**src/sv/trrb_pkg.sv**
```systemverilog
// Shared types and constants of the TCP receive reassembly buffer.
// No dependencies; the top, trrb_ctrl and trrb_dp import this package.
package trrb_pkg;

    localparam int unsigned COUNT_CAP    = 8191;
    localparam int unsigned RESULT_LIMIT = 4;

    typedef enum logic [1:0] {
        ACT_SEG  = 2'd0,
        ACT_READ = 2'd1,
        ACT_SACK = 2'd2,
        ACT_IGN  = 2'd3
    } t_action;

    typedef enum logic [1:0] {
        KIND_SEG  = 2'd0,
        KIND_READ = 2'd1,
        KIND_SACK = 2'd2,
        KIND_NONE = 2'd3
    } t_kind;

    typedef enum logic [1:0] {
        ST_ACCEPTED  = 2'd0,
        ST_DUPLICATE = 2'd1,
        ST_OUTSIDE   = 2'd2
    } t_insert_status;

    typedef enum logic [1:0] {
        OUTC_NONE    = 2'd0,
        OUTC_STORING = 2'd1,
        OUTC_OUTSIDE = 2'd2,
        OUTC_EDGE    = 2'd3
    } t_outcome;

    typedef struct packed {
        logic [1:0]  action;
        logic [31:0] segment_start;
        logic [7:0]  data_byte;
        logic        byte_present;
        logic        segment_last;
        logic [2:0]  max_blocks;
    } t_in_item;

    typedef struct packed {
        logic [1:0]  result_kind;
        logic [1:0]  insert_status;
        logic [31:0] next_expected;
        logic [12:0] fresh_count;
        logic [12:0] free_window;
        logic [7:0]  read_data;
        logic        read_valid;
        logic [31:0] blk_start;
        logic [31:0] blk_end;
        logic        last_result;
    } t_out_item;

    typedef enum logic [4:0] {
        S_CLEAR, S_IDLE, S_SEG_EVAL, S_SEG_WR, S_REP_PREP, S_ADV_RD, S_ADV_CHK,
        S_REP_PUSH, S_RD_ISSUE, S_RD_UPD, S_RD_PUSH, S_RD_EMPTY, S_SK_INIT,
        S_SK_RC, S_SK_RC_CHK, S_DN_RD, S_DN_CHK, S_UP_RD, S_UP_CHK, S_RC_END,
        S_SC_STEP, S_SC_CHK, S_SC_FOUND, S_SK_END
    } t_state;

    typedef enum logic [4:0] {
        OP_NOP, OP_CLR_STEP, OP_TAKE, OP_SEG_EVAL, OP_SEG_WR, OP_REP_PREP,
        OP_ADV_RD, OP_ADV_CHK, OP_SEG_CLEAR, OP_RD_ISSUE, OP_RD_UPD, OP_SK_INIT,
        OP_SK_RC, OP_DN_RD, OP_DN_CHK, OP_UP_RD, OP_UP_CHK, OP_RC_END,
        OP_SC_STEP, OP_SC_CHK, OP_SC_SET, OP_SC_SKIP
    } t_dp_op;

    typedef struct packed {
        t_dp_op op;
        logic   push;
        t_kind  kind;
        logic   rvalid;
        logic   last;
    } t_dp_cmd;

    typedef struct packed {
        logic out_free;
        logic sk_ok;
        logic rc_ok;
        logic map_bit;
        logic dn_more;
        logic up_more;
        logic sc_more;
        logic dup;
        logic pend;
        logic seg_store;
        logic adv;
        logic adv_more;
        logic rd_empty;
        logic clr_done;
    } t_dp_status;

endpackage

```
**src/sv/trrb_ctrl.sv**
```systemverilog
// Sequencing state machine of the reassembly buffer.
// Depends on trrb_pkg; drives the datapath through t_dp_cmd and reads t_dp_status.
module trrb_ctrl (
    input  logic                 i_clk,
    input  logic                 i_rst_n,
    input  logic                 i_cfg_we,
    input  logic                 i_in_valid,
    input  logic [1:0]           i_action,
    input  logic                 i_present,
    input  logic                 i_last,
    output logic                 o_in_ready,
    output trrb_pkg::t_dp_cmd    o_cmd,
    input  trrb_pkg::t_dp_status i_status
);
    import trrb_pkg::*;

    t_state r_state, n_state;
    logic   r_mode, n_mode;
    logic   r_last, n_last;

    always_ff @(posedge i_clk) begin
        if (!i_rst_n) begin
            r_state <= S_CLEAR;
            r_mode  <= 1'b0;
            r_last  <= 1'b0;
        end else begin
            r_state <= n_state;
            r_mode  <= n_mode;
            r_last  <= n_last;
        end
    end

    always_comb begin
        n_state = r_state;
        n_mode  = r_mode;
        n_last  = r_last;
        case (r_state)
            S_CLEAR: begin
                if (i_status.clr_done) n_state = S_IDLE;
            end
            S_IDLE: begin
                if (i_in_valid) begin
                    n_last = i_last;
                    case (i_action)
                        ACT_SEG: begin
                            if (i_present) n_state = S_SEG_EVAL;
                            else if (i_last) n_state = S_REP_PREP;
                        end
                        ACT_READ: n_state = S_RD_ISSUE;
                        ACT_SACK: n_state = S_SK_INIT;
                        default:  n_state = S_IDLE;
                    endcase
                end
            end
            S_SEG_EVAL: begin
                if (i_status.seg_store) n_state = S_SEG_WR;
                else n_state = r_last ? S_REP_PREP : S_IDLE;
            end
            S_SEG_WR:   n_state = r_last ? S_REP_PREP : S_IDLE;
            S_REP_PREP: n_state = i_status.adv ? S_ADV_RD : S_REP_PUSH;
            S_ADV_RD:   n_state = i_status.adv_more ? S_ADV_CHK : S_REP_PUSH;
            S_ADV_CHK:  n_state = i_status.map_bit ? S_ADV_RD : S_REP_PUSH;
            S_REP_PUSH: begin
                if (i_status.out_free) n_state = S_IDLE;
            end
            S_RD_ISSUE: n_state = i_status.rd_empty ? S_RD_EMPTY : S_RD_UPD;
            S_RD_UPD:   n_state = S_RD_PUSH;
            S_RD_PUSH, S_RD_EMPTY: begin
                if (i_status.out_free) n_state = S_IDLE;
            end
            S_SK_INIT:  n_state = i_status.sk_ok ? S_SK_RC : S_SK_END;
            S_SK_RC:    n_state = i_status.rc_ok ? S_SK_RC_CHK : S_SC_STEP;
            S_SK_RC_CHK: begin
                n_mode  = 1'b0;
                n_state = i_status.map_bit ? S_DN_RD : S_SC_STEP;
            end
            S_DN_RD: begin
                if (i_status.dn_more) n_state = S_DN_CHK;
                else n_state = r_mode ? S_SC_FOUND : S_UP_RD;
            end
            S_DN_CHK: begin
                if (i_status.map_bit) n_state = S_DN_RD;
                else n_state = r_mode ? S_SC_FOUND : S_UP_RD;
            end
            S_UP_RD:    n_state = i_status.up_more ? S_UP_CHK : S_RC_END;
            S_UP_CHK:   n_state = i_status.map_bit ? S_UP_RD : S_RC_END;
            S_RC_END:   n_state = S_SC_STEP;
            S_SC_STEP:  n_state = i_status.sc_more ? S_SC_CHK : S_SK_END;
            S_SC_CHK: begin
                n_mode  = 1'b1;
                n_state = i_status.map_bit ? S_DN_RD : S_SC_STEP;
            end
            S_SC_FOUND: begin
                if (i_status.dup || !i_status.pend || i_status.out_free) begin
                    n_state = S_SC_STEP;
                end
            end
            S_SK_END: begin
                if (i_status.out_free) n_state = S_IDLE;
            end
            default: n_state = S_IDLE;
        endcase
        if (i_cfg_we) n_state = S_CLEAR;
    end

    always_comb begin
        o_in_ready   = 1'b0;
        o_cmd.op     = OP_NOP;
        o_cmd.push   = 1'b0;
        o_cmd.kind   = KIND_SEG;
        o_cmd.rvalid = 1'b0;
        o_cmd.last   = 1'b0;
        case (r_state)
            S_CLEAR: o_cmd.op = OP_CLR_STEP;
            S_IDLE: begin
                o_in_ready = 1'b1;
                if (i_in_valid) o_cmd.op = OP_TAKE;
            end
            S_SEG_EVAL: o_cmd.op = OP_SEG_EVAL;
            S_SEG_WR:   o_cmd.op = OP_SEG_WR;
            S_REP_PREP: o_cmd.op = OP_REP_PREP;
            S_ADV_RD:   o_cmd.op = OP_ADV_RD;
            S_ADV_CHK:  o_cmd.op = OP_ADV_CHK;
            S_REP_PUSH: begin
                if (i_status.out_free) begin
                    o_cmd.op   = OP_SEG_CLEAR;
                    o_cmd.push = 1'b1;
                    o_cmd.kind = KIND_SEG;
                    o_cmd.last = 1'b1;
                end
            end
            S_RD_ISSUE: o_cmd.op = OP_RD_ISSUE;
            S_RD_UPD:   o_cmd.op = OP_RD_UPD;
            S_RD_PUSH, S_RD_EMPTY: begin
                if (i_status.out_free) begin
                    o_cmd.push   = 1'b1;
                    o_cmd.kind   = KIND_READ;
                    o_cmd.rvalid = (r_state == S_RD_PUSH);
                    o_cmd.last   = 1'b1;
                end
            end
            S_SK_INIT: o_cmd.op = OP_SK_INIT;
            S_SK_RC:   o_cmd.op = OP_SK_RC;
            S_DN_RD:   o_cmd.op = OP_DN_RD;
            S_DN_CHK:  o_cmd.op = OP_DN_CHK;
            S_UP_RD:   o_cmd.op = OP_UP_RD;
            S_UP_CHK:  o_cmd.op = OP_UP_CHK;
            S_RC_END:  o_cmd.op = OP_RC_END;
            S_SC_STEP: o_cmd.op = OP_SC_STEP;
            S_SC_CHK:  o_cmd.op = OP_SC_CHK;
            S_SC_FOUND: begin
                if (i_status.dup) begin
                    o_cmd.op = OP_SC_SKIP;
                end else if (!i_status.pend) begin
                    o_cmd.op = OP_SC_SET;
                end else if (i_status.out_free) begin
                    o_cmd.op   = OP_SC_SET;
                    o_cmd.push = 1'b1;
                    o_cmd.kind = KIND_SACK;
                end
            end
            S_SK_END: begin
                if (i_status.out_free) begin
                    o_cmd.push = 1'b1;
                    o_cmd.kind = i_status.pend ? KIND_SACK : KIND_NONE;
                    o_cmd.last = 1'b1;
                end
            end
            default: o_cmd.op = OP_NOP;
        endcase
    end
endmodule

```
**config.mk**
```make
export PLATFORM = sky130hd
export DESIGN_NAME = trrb_ctrl
export DESIGN_NICKNAME = d
export VERILOG_FILES = /design/src/sv/trrb_pkg.sv /design/src/sv/trrb_ctrl.sv
export SDC_FILE = /design/constraint.sdc
export NUM_CORES = 1
export LEC_CHECK = 0
export BUFFER_PORTS_ARGS = -buffer_cell sky130_fd_sc_hd__buf_2
export CAP_MARGIN = 30
export CORE_ASPECT_RATIO = 0.9
export CORE_MARGIN = 1.5
export CORE_UTILIZATION = 32
export DETAILED_ROUTE_END_ITERATION = 12
export GPL_TIMING_DRIVEN = 0
export MAX_ROUTING_LAYER = met4
export PLACE_DENSITY = 0.52
export SLEW_MARGIN = 20
export SYNTH_ARGS = -nofsm -noshare
export SYNTH_HDL_FRONTEND = slang
export SYNTH_SLANG_ARGS = --single-unit
```
**constraint.sdc**
```tcl
create_clock -name i_clk -period 1.6 [get_ports i_clk]
set_input_delay 0.24 -clock i_clk [delete_from_list [all_inputs] [get_ports i_clk]]
set_output_delay 0.24 -clock i_clk [all_outputs]
set_load 0.05 [all_outputs]
```
# --- Word-level counts from Yosys, hierarchy flattened ---
# Cells that the tools add are included.
totals:
  ff_bits: 7
  latchBits: 0
  mem_bits_rw: 0
  romBits: 0
  output_inout_bits: 11
  wordCells: 87
  memories: 0
classes:
  add_sub_neg: 0
  mul: 0
  div_mod_pow: 0
  magnitude_cmp: 0
  n_eq_ne: 30
  shifts: 0
  muxes: 40
  bitwise: 1
  n_reduce_logical: 13
op_table:
  columns: ["op", "count"]
  rows:
  - ["$pmux 5 s20", 2]
  - ["$mux 5", 13]
  - ["$eq 5x4->1 const B", 8]
  - ["$eq 5x5->1 const B", 8]
  - ["$mux 3", 7]
  - ["$eq 5x3->1 const B", 4]
  - ["$pmux 5 s3", 1]
  - ["$mux 2", 6]
  - ["$pmux 3 s4", 1]
  - ["$eq 5x2->1 const B", 2]
  - ["$mux 8", 1]
  - ["$reduce_or 2->1", 4]
  - ["$mux 7", 1]
  - ["$mux 1", 6]
  - ["$ne 2x2->1 const B", 3]
  - ["$eq 5x1->1 const B", 1]
  - ["$logic_not 5->1", 1]
  - ["$reduce_and 5->1", 1]
  - ["$ne 4x4->1 const B", 1]
  - ["$pmux 1 s2", 2]
  - ["$reduce_or 4->1", 1]
  - ["$eq 2x1->1 const B", 1]
  - ["$eq 2x2->1 const B", 1]
  - ["$logic_not 2->1", 1]
  - ["other kinds (6)", 7]

# --- Depth between registers and ports, before layout ---
# Gate-level depths: netlist of run 1.
depth:
  word_depth: 5
  mapped_depth: 8

# --- Worst setup path before layout of run 1 ---
# Ideal clock, no wire load.
synth_path:
  path_type: "reg2out"
  from: "reg r_state[3]"
  to: "out o_cmd[4] in the netlist's numbering"
  arrival_time_ns: 2.278
  t_required_ns: 1.360
  path_slack_ns: -0.918
  path_stages_with_launch: 6
  path_cell_list: "dfxtp_1 buf_4 buf_2 buf_1 a21oi_1 o32ai_1"
synth_lines:
  columns: ["element", "line_no", "text"]
  rows:
  - ["from (decl)", "trrb_ctrl.sv:17", "t_state r_state, n_state;"]
  - ["from (signal assigned)", "trrb_ctrl.sv:27", "r_state <= n_state;"]
  - ["to (decl)", "trrb_ctrl.sv:12", "output trrb_pkg::t_dp_cmd o_cmd,"]

==> results_dict.tcl, run 1 <==
set metrics [dict create \
    drive_gt1_share_pct 62.85 \
    coreArea_mm2 0.003679 \
    overflow 0 \
    leakagePower_nw 0.9613 \
    synth.distinct_cells 57 \
    power.density_mw_per_mm2 597.2 \
    avgSynthCellArea_um2 6.903 \
    root_buffer "clkbuf_8" \
    switching_share_pct 41.70 \
    setup_violations 15 \
    clk_pin_slew_ps 40 \
    endpoint_kind "output port" \
    arrival_ps 1600 \
    hpwl_um 3392 \
    area_growth_pct 101.0 \
    critical_path.top_delay_family "buffers and inverters" \
    antenna_found_initial 0 \
    synth_nets 200 \
    num_io_pins 33 \
    worst_setup_path_start_kind "register" \
    gr-usage-all-layers_pct 26.15 \
    final_nets 278 \
    crit_type "reg -> out" \
    finalCriticalPeriod_ps 1841 \
    die_w_um 67.95 \
    slowest_stage "dfxtp_4" \
    cp.buffers_inverters 4 \
    hold_class "in -> reg" \
    ys_seq_area_share_pct 11.53 \
    drt-initial-drc-count 134 \
    peakVddDrop_v 0.0007624 \
    power.internal_w 0.0008502 \
    port_buffers 32 \
    slew_headroom_pct 72.75 \
    switching_power_w 0.0006083 \
    critPathMaxStageDelay_ps 350 \
    p_comb_share_pct 69.4 \
    fin_worst_skew_ps 4.744 \
    initial_core_util_pct 33.03 \
    clkLatencyLatePin_ps 220 \
    run_status "finished with violations" \
    async_flop_share_pct 0 \
    routed_via_density 6.067 \
    grt_first_pass_wirelength_um 7797 \
    grt_pass1_vias 1534 \
    cts_hold_buffers 0 \
    cts_max_level 1 \
    worst_slack_ps -241.1 \
    power_frac_clock_pct 16.6 \
    route.detailed.drc 0 \
    synth_seq_cells 7 \
    clockBufferDepth 2 \
    finalHoldViolCount 0 \
    yosys_warnings 0 \
    synth_edf_count 0 \
    fin_util_pct 66.39 \
    ys.flop_type "dfxtp_1" \
    cts_sinks 7 \
    crit_required_ps 1360 \
    wl_um 5949 \
    violations "negative setup slack" \
    slew_violations 0 \
    ant_nets 0 \
    wl_per_cell_um 19.90 \
    die-area_mm2 0.004176 \
    numCtsBuffers 3 \
    maxCapViolCount 0 \
    grt_max_degree 11 \
    syn_area_mm2 0.001215 \
    worst_path_most_repeated_cell "buf_8" \
    worst_pin_slew_ps 407.4 \
    firstDrtPassIters 5 \
    chipHeight_um 61.46 \
    syn_inst 176 \
    worstPathCellList "buf_8, buf_8, buf_12, a211oi_4, a21oi_2, o22ai_4, buf_6" \
    fmax_mhz 543.2 \
    rsz0062_at_grt "true" \
    whs_ps 253.5 \
    cts_tree "done" \
    seqPwrFrac_pct 14.0 \
    cp_max_fo 10 \
    placed_cells 254 \
    period_share_pct 115.1 \
    num_rows 21 \
    gp_congestion 0.9313 \
    insertedDiodeCount 0 \
    num_vias 1814 \
    fin_cells 299 \
]
-- cells in the mapped netlist, drive strengths merged, types with 2 or more instances --
cell / instances / area share [%]
dfxtp: 7 / 12
o21ai: 12 / 4.9
inv: 9 / 2.8
a21o: 2 / 1.2
and3b: 3 / 2.2
nand3: 4 / 1.6
a31oi: 2 / 1.0
o32ai: 3 / 2.2
o32a: 3 / 2.5
nand2b: 8 / 4.1
nor2: 13 / 4.2
a21oi: 21 / 8.7
mux2i: 2 / 1.6
nor3: 5 / 2.5
or3: 4 / 2.1
nand2: 9 / 2.8
nand3b: 3 / 1.9
o22ai: 5 / 2.6
nor2b: 8 / 4.1
buf: 15 / 7.6
a311oi: 2 / 2.0
nor4b: 2 / 1.4
ha: 2 / 2.1
and2: 2 / 1.1
nor4: 2 / 1.0
a211oi: 5 / 3.1
nor3b: 3 / 2.3
-- cell usage in the layout, fill, tap and decap left out, types with 3 or more instances in the layout --
cell type / count
a211oi_2: 3
a21oi_1: 11
a21oi_2: 9
buf_12: 3
buf_2: 21
buf_4: 31
buf_6: 22
buf_8: 10
clkbuf_8: 3
dfxtp_2: 3
inv_1: 6
nand2_1: 7
nand2b_1: 5
nand2b_4: 3
nand3_1: 3
nand3b_1: 3
nor2_1: 7
nor2_2: 3
nor2_4: 3
nor2b_1: 6
nor3_4: 3
o21ai_0: 4
o21ai_1: 3
o21ai_4: 3
o22ai_1: 3
o32a_1: 3
or3_1: 3
-- routing by layer --
layer,track usage (%),vias up,routed length [um]
met5,-,-,0
met4,7.714,0,176
met3,2.377,21,388
met2,43.41,92,3033
met1,33.85,882,2351
li1,-,819,-
-- final cells by class --
cell class | count | area, um^2
multi-input cells | 144 | 1305
inverters | 9 | 37.54
flip-flops and latches | 7 | 151.4
well taps | 46 | 57.56
plain buffers | 15 | 239.0
clock buffers | 4 | 45.04
repair buffers | 74 | 606.8
fillers | 291 | 1236
-- worst paths after layout --
check                                start          to  slack, ps  depth (start not counted)
worst max register to register  r_state[4]  r_state[2]       -170                          6
worst min register to register      r_last      r_last        570                          2
worst min-delay path               i_rst_n      r_last        250                          2
worst max-delay path            r_state[3]    o_cmd[7]       -240                          7
-- through the flow --
step | power (W) | setup TNS (ps) | instance area, um^2 | worst slack (ps)
after detailed placement | 0.0008085 | -2609 | 1583 | -351.8
after global routing | 0.001510 | -2611 | 2442 | -264.6
after CTS | 0.001230 | -2149 | 2027 | -229.6
after floorplan | 0.0006657 | -127.1 | 1365 | -69.84
final | 0.001459 | -1872 | 2442 | -241.1
after global placement | 0.0008105 | -2545 | 1583 | -319.0
-- power by group through the flow --
stage | clock, W | sequential, W | combinational [W]
floorplan | 0 | 0.000198 | 0.000467
global placement | 0 | 0.000200 | 0.000610
detailed placement | 0 | 0.000200 | 0.000608
CTS | 0.000249 | 0.000197 | 0.000784
global route | 0.000256 | 0.000206 | 0.00105
finish | 0.000242 | 0.000204 | 0.00101
-- logic make-up after synthesis --
kind of cell	share of synthesized area [%]
simple gates	36.66
mux	2.575
xor+xnor	1.442
buf+inv	11.02
compound gates	34.71
flops	11.53
fa+ha+maj	2.059
-- state kept, by name (all words and copies together), names as in the netlist --
signal	count
r_state	5
r_last	1
r_mode	1
-- timing repair --
action	4_1_cts	5_1_grt
endpoints found under the setup margin	16	16
resized for setup	76	54
gates cloned	0	1
setup buffers	18	23
hold endpoints to repair	0	0
pin swaps	9	26
-- worst register-to-register path, stage by stage, from the launching register on --
cell and delay [ps]:
dfxtp_2 320, buf_8 130, or4b_4 480, o32a_1 230
nor2_4 140, a21oi_1 80, a311oi_2 260
Power figures use the tool's default switching activity.
==> run 2: changes to the inputs <==
--- a/config.mk
+++ b/config.mk
@@ -9,11 +9,12 @@
 export CAP_MARGIN = 30
 export CORE_ASPECT_RATIO = 0.9
 export CORE_MARGIN = 1.5
-export CORE_UTILIZATION = 32
+export CORE_UTILIZATION = 23
 export DETAILED_ROUTE_END_ITERATION = 12
 export GPL_TIMING_DRIVEN = 0
 export MAX_ROUTING_LAYER = met4
-export PLACE_DENSITY = 0.52
+export PLACE_DENSITY = 0.4
+export RECOVER_POWER = 100
 export SLEW_MARGIN = 20
 export SYNTH_ARGS = -nofsm -noshare
 export SYNTH_HDL_FRONTEND = slang
==> results_dict.tcl, run 2 (synthesized netlist as in run 1, its figures left out) <==
set metrics [dict create \
    wl_per_cell_um 18.76 \
    run_status "finished with violations" \
    peakVddDrop_v 0.0003337 \
    worst_setup_path_start_kind "register" \
    layout_common_cells "buf_4, buf_2, buf_6" \
    num_vias 1728 \
    tns_ps -2353 \
    die_w_um 79.61 \
    fmax_mhz 541.0 \
    period_share_pct 115.5 \
    initial_core_util_pct 24.52 \
    grt_max_degree 11 \
    critPathMaxStageDelay_ps 400 \
    root_buffer "clkbuf_8" \
    largest_register_ffs 5 \
    ant_nets 0 \
    power.density_mw_per_mm2 604.7 \
    gp_congestion 0.9149 \
    grt_pass1_vias 1763 \
    wl_um 5815 \
    drt-initial-drc-count 174 \
    setup_violations 16 \
    routed_via_density 5.574 \
    final_common_cell "buf_4" \
    dpl_worst_slack_ps -282.4 \
    worst_path_most_repeated_cell "buf_6" \
    top_regs "r_state (5), r_last (1), r_mode (1)" \
    coreArea_mm2 0.004955 \
    cp_max_fo 5 \
    numCtsBuffers 3 \
    slew_headroom_pct 72.89 \
    area_growth_pct 97.43 \
    overflow 0 \
    chipHeight_um 71.95 \
    r2r_cells 9 \
    worstHoldPathCells 2 \
    cts_sinks 7 \
    grt_first_pass_wirelength_um 8935 \
    cts_hold_buffers 0 \
    worst_slack_ps -248.4 \
    rsz0062_at_grt "true" \
    leakagePower_nw 0.8989 \
    clk_pin_slew_ps 40 \
    fin_worst_skew_ps 2.724 \
    whs_ps 265.8 \
    port_buffers 32 \
    largest-register "r_state" \
    violations "negative setup slack" \
    worstPathCellList "buf_6, buf_8, nand2_4, or3_4, o32ai_4, buf_6" \
    firstDrtPassIters 4 \
    antenna_found_initial 0 \
    worst_pin_slew_ps 406.7 \
    fin_util_pct 48.41 \
    final_nets 270 \
    gr-usage-all-layers_pct 20.69 \
    cts_tree "done" \
    clkLatencyLatePin_ps 230 \
    hpwl_um 3672 \
    maxCapViolCount 0 \
    fill_cells 466 \
    slowest_stage "or3_4" \
    slew_violations 0 \
    cts_max_level 1 \
    die-area_mm2 0.005728 \
    finalCriticalPeriod_ps 1848 \
    crit_type "reg -> out" \
    route.detailed.drc 0 \
    clockBufferDepth 2 \
    num_rows 24 \
    drive_gt1_share_pct 62.04 \
    endpoint_kind "output port" \
    insertedDiodeCount 0 \
    finalHoldViolCount 0 \
    crit_required_ps 1360 \
    arrival_ps 1610 \
    num_io_pins 33 \
    hold_class "in -> reg" \
]
-- run 2: power breakdown --
part           switching, W  internal (W)  total [W]
Sequential        0.0000127      0.000189   0.000202
Combinational      0.000527      0.000465   0.000992
Clock             0.0000838      0.000173   0.000257
Total              0.000623      0.000827    0.00145
-- run 2: per-stage QoR --
step           cells  cell area [um^2]  total power [W]
3_3_place_gp     273              1607        0.0008259
4_1_cts          300              2132         0.001285
3_5_place_dp     273              1607        0.0008184
6_report         310              2399         0.001450
5_1_grt          310              2399         0.001512
2_1_floorplan    176              1365        0.0006657
-- run 2: metal layers --
| layer | GRT usage (%) | share of wire [%] | up-vias |
|---|---|---|---|
| li1 | - | - | 804 |
| met4 | 9.552 | 4.4 | 0 |
| met2 | 34.09 | 48 | 78 |
| met5 | - | 0 | - |
| met1 | 24.90 | 40 | 824 |
| met3 | 3.019 | 6.6 | 22 |
-- run 2: layout make-up --
cell class              instances  area [um^2]  share of cell area, %
multi-input cells             144         1334                  55.61
plain buffers                  16        250.2                  10.43
well taps                      65        81.33                  3.391
inverters                       9        37.54                  1.565
flip-flops and latches          7        151.4                  6.312
repair buffers                 65        499.2                  20.81
clock buffers                   4        45.04                  1.878
-- run 2: path summary, 6_finish.rpt --
kind / startpoint / endpoint / slack, ps
worst min register to register: r_mode / r_mode / 590
worst max register to register: r_state[2] / r_state[1] / -220
worst max-delay path: r_state[2] / o_cmd[4] / -250
worst min-delay path: i_rst_n / r_last / 270
-- run 2: what timing repair did --
item	in CTS	in global routing
setup endpoints to repair	16	17
pin swaps	18	26
setup buffers	23	10
endpoints found under the hold margin	0	0
gates resized for setup	87	36
-- run 2: worst max-delay path: cells and delay by family (launching register included) --
| family | cells | cell delay (ps) |
|---|---|---|
| AOI/OAI and AO/OA | 1 | 130 |
| buffers and inverters | 3 | 460 |
| DFF | 1 | 320 |
| and+or+nand+nor | 2 | 460 |
==> run 3: changes to the inputs <==
--- a/config.mk
+++ b/config.mk
@@ -19,3 +19,4 @@
 export SYNTH_ARGS = -nofsm -noshare
 export SYNTH_HDL_FRONTEND = slang
 export SYNTH_SLANG_ARGS = --single-unit
+export TNS_END_PERCENT = 5
==> results_dict.tcl, run 3 (synthesized netlist as in run 1, its figures left out) <==
set metrics [dict create \
    final_cell_area_mm2 0.002290 \
    grt_first_pass_wirelength_um 8569 \
    num_rows 24 \
    arrival_ps 1590 \
    num_io_pins 33 \
    fill_cells 468 \
    worst_setup_path_start_kind "register" \
    slew_headroom_pct 66.10 \
    die-area_mm2 0.005728 \
    largest_register_ffs 5 \
    final-seq-area_um2 151.4 \
    violations "negative setup slack" \
    overflow 0 \
    leakagePower_nw 0.8472 \
    multi_input_area_mm2 0.001276 \
    final_common_cell "buf_4" \
    finalHoldViolCount 0 \
    routed_via_density 5.647 \
    hpwl_um 3650 \
    clockBufferDepth 2 \
    antenna_found_initial 0 \
    fin_worst_skew_ps 1.181 \
    route.detailed.drc 0 \
    gr-usage-all-layers_pct 19.88 \
    slew_violations 0 \
    chipHeight_um 71.95 \
    maxCapViolCount 0 \
    layout_common_cells "buf_4, buf_2, buf_6" \
    grt_pass1_vias 1729 \
    rsz0062_at_grt "true" \
    initial_core_util_pct 24.52 \
    cts_max_level 1 \
    clk_pin_slew_ps 40 \
    period_share_pct 114.4 \
    coreArea_mm2 0.004955 \
    cts_sinks 7 \
    clkLatencyLatePin_ps 230 \
    root_buffer "clkbuf_8" \
    fmax_mhz 546.3 \
    ant_nets 0 \
    wl_per_cell_um 18.05 \
    wl_um 5469 \
    switching_share_pct 42.32 \
    drive_gt1_share_pct 57.56 \
    worst_slack_ps -230.6 \
    p_comb_share_pct 67.1 \
    gp_congestion 0.8886 \
    firstDrtPassIters 4 \
    power.density_mw_per_mm2 600.0 \
    crit_required_ps 1360 \
    switching_power_w 0.0005814 \
    cp_max_fo 6 \
    worst_pin_slew_ps 507.5 \
    cts_tree "done" \
    run_status "finished with violations" \
    final_nets 263 \
    reg2reg_setup_slack_ps -210 \
    numCtsBuffers 3 \
    crit_type "reg -> out" \
    finalCriticalPeriod_ps 1831 \
    endpoint_kind "output port" \
    power.internal_w 0.0007925 \
    largest-register "r_state" \
    peakVddDrop_v 0.0003642 \
    seqPwrFrac_pct 14.4 \
    setup_violations 16 \
    power_frac_clock_pct 18.5 \
    area_growth_pct 88.47 \
    num_vias 1711 \
    placed_cell_area_mm2 0.001546 \
    port_buffers 32 \
    hold_class "in -> reg" \
    die_w_um 79.61 \
    top_regs "r_state (5), r_last (1), r_mode (1)" \
    grt_max_degree 12 \
    insertedDiodeCount 0 \
    total_power_w 0.001374 \
    drt-initial-drc-count 174 \
]
-- run 3: changes by cell type in the layout (fill, tap and decap cells not counted), sizes merged --
cell | before | now
bufbuf | 0 | 1
buf | 80 | 72
-- run 3: path summary, 6_finish.rpt --
kind | from | to | cells past startpoint
max | r_state[2] | o_cmd[7] | 7
min | i_rst_n | r_last | 2
max reg2reg | r_state[2] | r_state[1] | 9
min reg2reg | r_mode | r_mode | 2
-- run 3: layout make-up --
type	count	share of cell area (%)
multi-input cells	144	55.74
plain buffers	16	10.22
inverters	9	1.639
clock buffers	4	1.967
repair buffers	58	20.27
well taps	65	3.552
flip-flops and latches	7	6.612
-- run 3: what timing repair did --
action,4_1_cts,5_1_grt
endpoints found under the setup margin,16,16
hold buffers,0,0
cloned,1,0
resized for setup,98,28
pin swaps,9,17
buffers inserted,21,4
-- run 3: routing by layer --
layer / global-route usage [%] / wire, um
met5: - / 0
met4: 8.772 / 155
met2: 33.33 / 2768
met3: 2.642 / 266
met1: 23.79 / 2278
-- run 3: per-stage QoR --
step / hold slack (ps) / utilization, % / cells / setup slack, ps / setup TNS, ps
after CTS: 285.9 / 43.26 / 299 / -216.2 / -2275
after detailed placement: 524.2 / 31.21 / 273 / -540.2 / -4233
after global routing: 294.1 / 46.21 / 303 / -298.4 / -3175
after floorplan: 368.2 / - / 176 / -150.9 / -639.5
final: 277.1 / 46.21 / 303 / -230.6 / -2252
after global placement: 503.5 / 31.21 / 273 / -563.9 / -4690
-- run 3: critical path, cell delays in order (launching register included) --
cell and delay (ps):
dfxtp_2 310, buf_6 130, buf_8 130, buf_4 140, nor2_4 220, a22oi_2 140, o22ai_4 110, buf_6 180
-- run 3: power by group through the flow --
stage | combinational (W) | sequential [W] | clock (W)
2_1_floorplan | 0.000438 | 0.000197 | 0
3_3_place_gp | 0.000591 | 0.000200 | 0
3_5_place_dp | 0.000583 | 0.000200 | 0
4_1_cts | 0.000826 | 0.000202 | 0.000259
5_1_grt | 0.000965 | 0.000200 | 0.000268
6_report | 0.000921 | 0.000198 | 0.000254
